[src/sv/obstacle_cost_inflation_top_macros.svh]
// Assertion macros for the obstacle cost inflation block.
// Used by obstacle_cost_inflation_top.sv; depends on nothing else.
`ifndef OBSTACLE_COST_INFLATION_TOP_MACROS_SVH
`define OBSTACLE_COST_INFLATION_TOP_MACROS_SVH

// Same-cycle implication, disabled while reset is asserted.
`define OCI_ASSERT_NOW(label, clk, rst_n, ante, cons, msg) \
  label: assert property (@(posedge clk) disable iff (!rst_n) (ante) |-> (cons)) else $error(msg);

// Next-cycle implication, disabled while reset is asserted.
`define OCI_ASSERT_NEXT(label, clk, rst_n, ante, cons, msg) \
  label: assert property (@(posedge clk) disable iff (!rst_n) (ante) |=> (cons)) else $error(msg);

`endif

[src/sv/oci_pkg.sv]
// Shared types and constants of the obstacle cost inflation block.
// Used by oci_recip.sv, obstacle_cost_inflation_top.sv and the testbench; no dependencies.
package oci_pkg;

  localparam int COORD_W     = 8;
  localparam int COST_W      = 8;
  localparam int DIM_W       = 9;
  localparam int WIN_W       = 6;
  localparam int CFG_IDX_W   = 2;
  localparam int CFG_DATA_W  = 9;
  // Wide enough for any grid limit up to 4096 columns or rows.
  localparam int LIM_W       = 13;
  localparam int WLIM_W      = 8;
  // Window offsets never exceed 31 in magnitude.
  localparam int OFS_W       = 7;
  // Target coordinates range from -31 to 285.
  localparam int TGT_W       = 10;
  // 255 * 63 needs 14 bits.
  localparam int NUM_W       = 14;
  localparam int RECIP_SHIFT = 20;
  localparam int RECIP_W     = RECIP_SHIFT + 1;
  localparam int PROD_W      = NUM_W + RECIP_W;
  localparam int STEP_W      = 5;

  localparam logic [1:0] OP_CLEAR = 2'd0;
  localparam logic [1:0] OP_MARK  = 2'd1;
  localparam logic [1:0] OP_READ  = 2'd2;

  localparam logic [CFG_IDX_W-1:0] CFG_GRID_WIDTH  = 2'd0;
  localparam logic [CFG_IDX_W-1:0] CFG_GRID_HEIGHT = 2'd1;
  localparam logic [CFG_IDX_W-1:0] CFG_WINDOW_SIZE = 2'd2;

  typedef struct packed {
    logic [1:0]         op;
    logic [COORD_W-1:0] cell_x;
    logic [COORD_W-1:0] cell_y;
  } in_item_t;

  typedef struct packed {
    logic [COST_W-1:0] cost;
    logic              out_of_range;
  } out_item_t;

  typedef struct packed {
    logic               done;
    logic [RECIP_W-1:0] recip;
  } recip_res_t;

endpackage

[src/sv/oci_recip.sv]
// Bit-serial reciprocal unit: ceil(2^RECIP_SHIFT / s) for a window side s.
// Depends on oci_pkg.
module oci_recip
  import oci_pkg::*;
(
  input  logic             clk,
  input  logic             rst_n,
  input  logic             start,
  input  logic [WIN_W-1:0] divisor,
  output recip_res_t       res
);

  logic                   busy_r;
  logic                   done_r;
  logic [STEP_W-1:0]      step_r;
  logic [WIN_W-1:0]       rem_r;
  logic [RECIP_SHIFT-1:0] quo_r;
  logic [WIN_W:0]         trial;
  logic                   fits;

  // Restoring division of 2^RECIP_SHIFT - 1 (all ones) by s, one bit a cycle;
  // the quotient plus one is the rounded-up reciprocal.
  assign trial = {rem_r, 1'b1};
  assign fits  = trial >= {1'b0, divisor};

  always_ff @(posedge clk) begin
    if (!rst_n) begin
      busy_r <= 1'b0;
      done_r <= 1'b0;
      step_r <= '0;
    end else begin
      done_r <= 1'b0;
      if (start) begin
        busy_r <= 1'b1;
        step_r <= '0;
      end else if (busy_r) begin
        step_r <= step_r + 1'b1;
        if (step_r == STEP_W'(RECIP_SHIFT - 1)) begin
          busy_r <= 1'b0;
          done_r <= 1'b1;
        end
      end
    end
  end

  always_ff @(posedge clk) begin
    if (start) begin
      rem_r <= '0;
      quo_r <= '0;
    end else if (busy_r) begin
      rem_r <= fits ? WIN_W'(trial - {1'b0, divisor}) : WIN_W'(trial);
      quo_r <= {quo_r[RECIP_SHIFT-2:0], fits};
    end
  end

  assign res.done  = done_r;
  assign res.recip = RECIP_W'(quo_r) + RECIP_W'(1);

endmodule

[config.mk]
export PLATFORM = sky130hd
export DESIGN_NAME = oci_recip
export DESIGN_NICKNAME = d
export VERILOG_FILES = /design/src/sv/obstacle_cost_inflation_top_macros.svh /design/src/sv/oci_pkg.sv /design/src/sv/oci_recip.sv
export SDC_FILE = /design/constraint.sdc
export NUM_CORES = 1
export LEC_CHECK = 0
export BUFFER_PORTS_ARGS = -buffer_cell sky130_fd_sc_hd__buf_2
export CORE_MARGIN = 5
export CORE_UTILIZATION = 55
export CTS_CLUSTER_DIAMETER = 100
export DETAILED_ROUTE_END_ITERATION = 12
export GPL_TIMING_DRIVEN = 0
export PLACE_DENSITY = 0.86
export SLEW_MARGIN = 20
export SYNTH_ARGS = -nofsm -noshare
export SYNTH_HDL_FRONTEND = slang
export SYNTH_SLANG_ARGS = --single-unit
[constraint.sdc]
create_clock -name clk -period 2.3 [get_ports clk]
set_clock_uncertainty 0.05 [all_clocks]
set_input_delay 0.115 -clock clk [delete_from_list [all_inputs] [get_ports clk]]
set_output_delay 0.115 -clock clk [all_outputs]
set_load 0.01 [all_outputs]
* Word-level counts from Yosys, hierarchy flattened
Cells that the tools add are included.
** Word-level totals
- Register bits :: 33
- Output and inout port bits :: 22
** Cells by class
- Add/sub/neg operators :: 3
- $lt $le $gt $ge :: 1
- Eq/ne operators :: 1
- Multiplexer cells :: 5
- Bitwise logic cells :: 2
- Reductions and logical operators :: 2
** Operators by type and width (number)
- $add 20x1->21 const B :: 1
- $ge 7x6->1 :: 1
- $mux 6 :: 1
- $sub 6x6->6 :: 1
- $add 5x1->5 const B :: 1
- $eq 5x5->1 const B :: 1
- $mux 1 :: 4
- $reduce_or 3->1 :: 1
- $not 1->1 :: 2
- $reduce_or 2->1 :: 1

* Longest topological paths before layout
- Word-level depth :: 4
- Mapped depth :: 8
- Depth with buffers taken out :: 8

* Worst setup path after synthesis
OpenSTA, ideal clock, no wires.
- Kind :: register to register
- Start point :: register rem_r[0]
- End point :: register rem_r[3]
- Setup time :: 0.079 ns
- Arrival :: 1.897 ns
- Data required time :: 2.171 ns
- Slack :: 0.275 ns
- Cell stages (with the launch flop) :: 9
- Path buffers :: 0
- Cell sequence :: dfxtp_1 > inv_1 > ha_1 > inv_1 > fa_1 > a21o_1 > o211a_4 > or4_4 > o221ai_2
** Between the ends
- Longest elaborated chain between the ends :: 2
** RTL lines
- from (decl) :: line oci_recip.sv:16 : logic [WIN_W-1:0] rem_r;
- from (signal assigned) :: line oci_recip.sv:51 : rem_r <= fits ? WIN_W'(trial - {1'b0, divisor}) : WIN_W'(trial);
- $sub 6x6->6 or $ge 7x6->1 (tied branches) :: line oci_recip.sv:51, oci_recip.sv:24
- $mux 6 (*) :: line oci_recip.sv:51
Every way passes the cells marked *; elsewhere a longest branch is shown, timed or not.
A chain may end at the register's enable or synchronous reset.

* Worst setup path in the final report
Ends and elaborated chain as after synthesis.

==> flow_summary_export.csv <==
group,metric,value,unit
sta,holdWs,59.3,ps
global_route,grt-ovfl-total,0,
worst_setup_path,startpoint_type,"flop",
job,max-cap-violations,0,
placed_design,dp_hpwl,2890,um
final_layout,drive_gt1_share,21.4,%
logic_synthesis,synth_flop_cell,"dfxtp_1",
sta,fmaxAchievable,465,MHz
clocking,clock_latency,340,ps
worst_setup_path,cp_data_required_time,2520,ps
detailed_routing,dr_wl_met3,206,um
power_and_ir_drop,ir_drop,0.387,mV
worst_setup_path,critical_path.max_fanout,4,
detailed_routing,viasPerCell,5.47,
run_status,status,"complete, no violations",
die,dieArea,0.00459,sq mm
final_layout,fin_nets,269,
sta,worst_pin_slew,485,ps
final_layout,fin_util,66.1,%
logic_synthesis,synth.area.top_cells,"dfxtp_1 (36%), mux2i_1 (11%), nor2_1 (7.4%)",
die,die_w,67.8,um
clocking,cts_max_level,2,
logic_synthesis,synthDistinctLibCells,39,
die,core,0.00328,sq mm
sta,final_hold_viol_count,0,
logic_synthesis,synth-seq-cells,33,
placed_design,place_congestion,0.824,
sta,rsz0062_at_grt,"false",
placed_design,io_buffers,30,
clocking,cts.sink_count,33,
clocking,cts_tree,"done",
worst_setup_path,critPathKind,"reg -> reg",
detailed_routing,remaining_drc_errors,0,
die,rows,21,
power_and_ir_drop,power.leakage,1.00,nW
detailed_routing,antenna_left,0,
global_route,grt_pass1_vias,1537,
power_and_ir_drop,p_int,0.000794,W
sta,fin_tns_setup,0,ps
power_and_ir_drop,clockPowerShare,30.5,%
detailed_routing,wl,4030,um
detailed_routing,dr.pass1.iters,5,
detailed_routing,dr.max_layer_used,"met4",
logic_synthesis,syn-instance-count,209,
logic_synthesis,synth_nets,226,
global_route,grtUsageTotal,18.7,%
power_and_ir_drop,powerDensity,501,mW/mm^2
power_and_ir_drop,pwr-share-seq,54.8,%
detailed_routing,num_vias,1629,
logic_synthesis,yosysTopAreaCell,"dfxtp_1",
logic_synthesis,synthArstFlopShare,0,%
logic_synthesis,yosysSeqAreaShare,36.0,%
sta,setup_violations,0,
logic_synthesis,yosys_warnings,0,
clocking,cts_buffer_depth,2,
logic_synthesis,syn_area,0.00184,sq mm
sta,finalCritPeriodShare,93.4,%
final_layout,fin_area,0.00217,sq mm
detailed_routing,drt-initial-drc-count,89,
power_and_ir_drop,combPwrFrac,14.7,%
power_and_ir_drop,p_total,0.00109,W
detailed_routing,drt-met1-wl,1690,um
clocking,cts_made_buffers,5,
sta,fin_crit,2150,ps
final_layout,area_delta_synth_final,18.3,%
power_and_ir_drop,switching_share,27.0,%
worst_hold_path,hold_path.class,"in -> reg",
die,start_util,55.9,%
die,boundaryPins,31,
die,die_h,67.8,um
detailed_routing,dr_wl_met2,2040,um
logic_synthesis,synth_most_common_cell,"nor2_1",
logic_synthesis,avgSynthCellArea,8.78,sq um
logic_synthesis,synth.top_cell.area_share,36.0,%
worst_setup_path,end_kind,"flop",
clocking,clk_pin_slew,90,ps
sta,max-slew-margin-rel,67.6,%
logic_synthesis,synth_common_cells,"nor2_1 (36), dfxtp_1 (33), mux2i_1 (21)",
global_route,antenna_found_initial,0,
global_route,grt_first_pass_wirelength,6530,um
worst_setup_path,cp.arrival,2370,ps
power_and_ir_drop,p_switching,0.000294,W
sta,maxSlewViolCount,0,
detailed_routing,avgRoutedWirePerCell,13.5,um
final_layout,diodes,0,
logic_synthesis,synth-edff-count,0,
placed_design,placed_cell_area,0.00204,sq mm
global_route,grt_max_degree,11,
clocking,cts_root_buffer,"clkbuf_4",
power groups by stage:
stage	logic, W	registers [W]	clock network (W)
2_1_floorplan	0.000120	0.000605	0
3_3_place_gp	0.000153	0.000608	0
3_5_place_dp	0.000156	0.000609	0
4_1_cts	0.000159	0.000596	0.000338
5_1_grt	0.000180	0.000598	0.000357
6_report	0.000161	0.000596	0.000332
timing repair:
action / 4_1_cts / 5_1_grt
setup buffers: 0 / 4
pin swaps: 0 / 1
hold buffers: 2 / 0
hold endpoints to repair: 2 / 0
gates resized for setup: 1 / 2
setup endpoints to repair: 2 / 3
per-layer routing:
metal | vias up | track usage, %
met1 | 764 | 21.2
met4 | 0 | 7.20
li1 | 807 | -
met3 | 11 | 6.32
met5 | - | 0
met2 | 47 | 32.1
logic make-up (layout without fill, tap and decap cells):
| kind of cell | Yosys count | in the layout | synth area share, % |
|---|---|---|---|
| adders and majority gates | 8 | 8 | 5.86 |
| xor gates and xnor gates | 24 | 24 | 11.5 |
| muxes | 21 | 21 | 11.5 |
| DFF | 33 | 33 | 36.0 |
| and+or+nand+nor | 86 | 86 | 22.8 |
| AOI/OAI and AO/OA | 17 | 17 | 7.84 |
| buffers and inverters | 20 | 63 | 4.57 |
placed cells by master (no fill, tap or decap), drive strengths merged, types with 4 or more instances in the layout:
| cell type | count |
|---|---|
| dfxtp | 33 |
| nand2 | 17 |
| xnor2 | 14 |
| nor2 | 36 |
| and3 | 4 |
| clkbuf | 10 |
| nand3 | 13 |
| buf | 40 |
| inv | 11 |
| xor2 | 10 |
| nand4 | 5 |
| ha | 7 |
| mux2i | 21 |
state kept, by name, indices dropped and copies added (netlist names):
register and count:
busy_r 1, done_r 1, quo_r 20, rem_r 6
step_r 5
worst max-delay path, cell delays in order, from the launching register on:
cell and delay [ps]:
dfxtp_1 330, inv_1 50, ha_1 150, inv_1 50, fa_1 410, a21o_1 220, o211a_4 250, or4_4 510
o221ai_2 60
metrics by stage:
step	worst slack, ps	std cells
after global routing	35.1	298
after CTS	13.4	294
after detailed placement	182	285
final	152	298
after floorplan	275	209
after global placement	204	285
path summary, 6_finish.rpt:
check / from / endpoint / cells after the start / slack [ps]
max: rem_r[0] / rem_r[3] / 8 / 150
min: start / rem_r[3] / 3 / 60
max reg2reg: rem_r[0] / rem_r[3] / 8 / 150
min reg2reg: rem_r[0] / rem_r[0] / 2 / 460
final cells by class:
class | count | area, sq um
buffer | 9 | 42.5
fill | 270 | 1110
clock buffer | 7 | 55.1
tap | 46 | 57.6
sequential | 33 | 661
multi-input combinational | 156 | 1110
timing repair buffer | 36 | 200
inverter | 11 | 41.3
(Power assumes the default switching activity.)
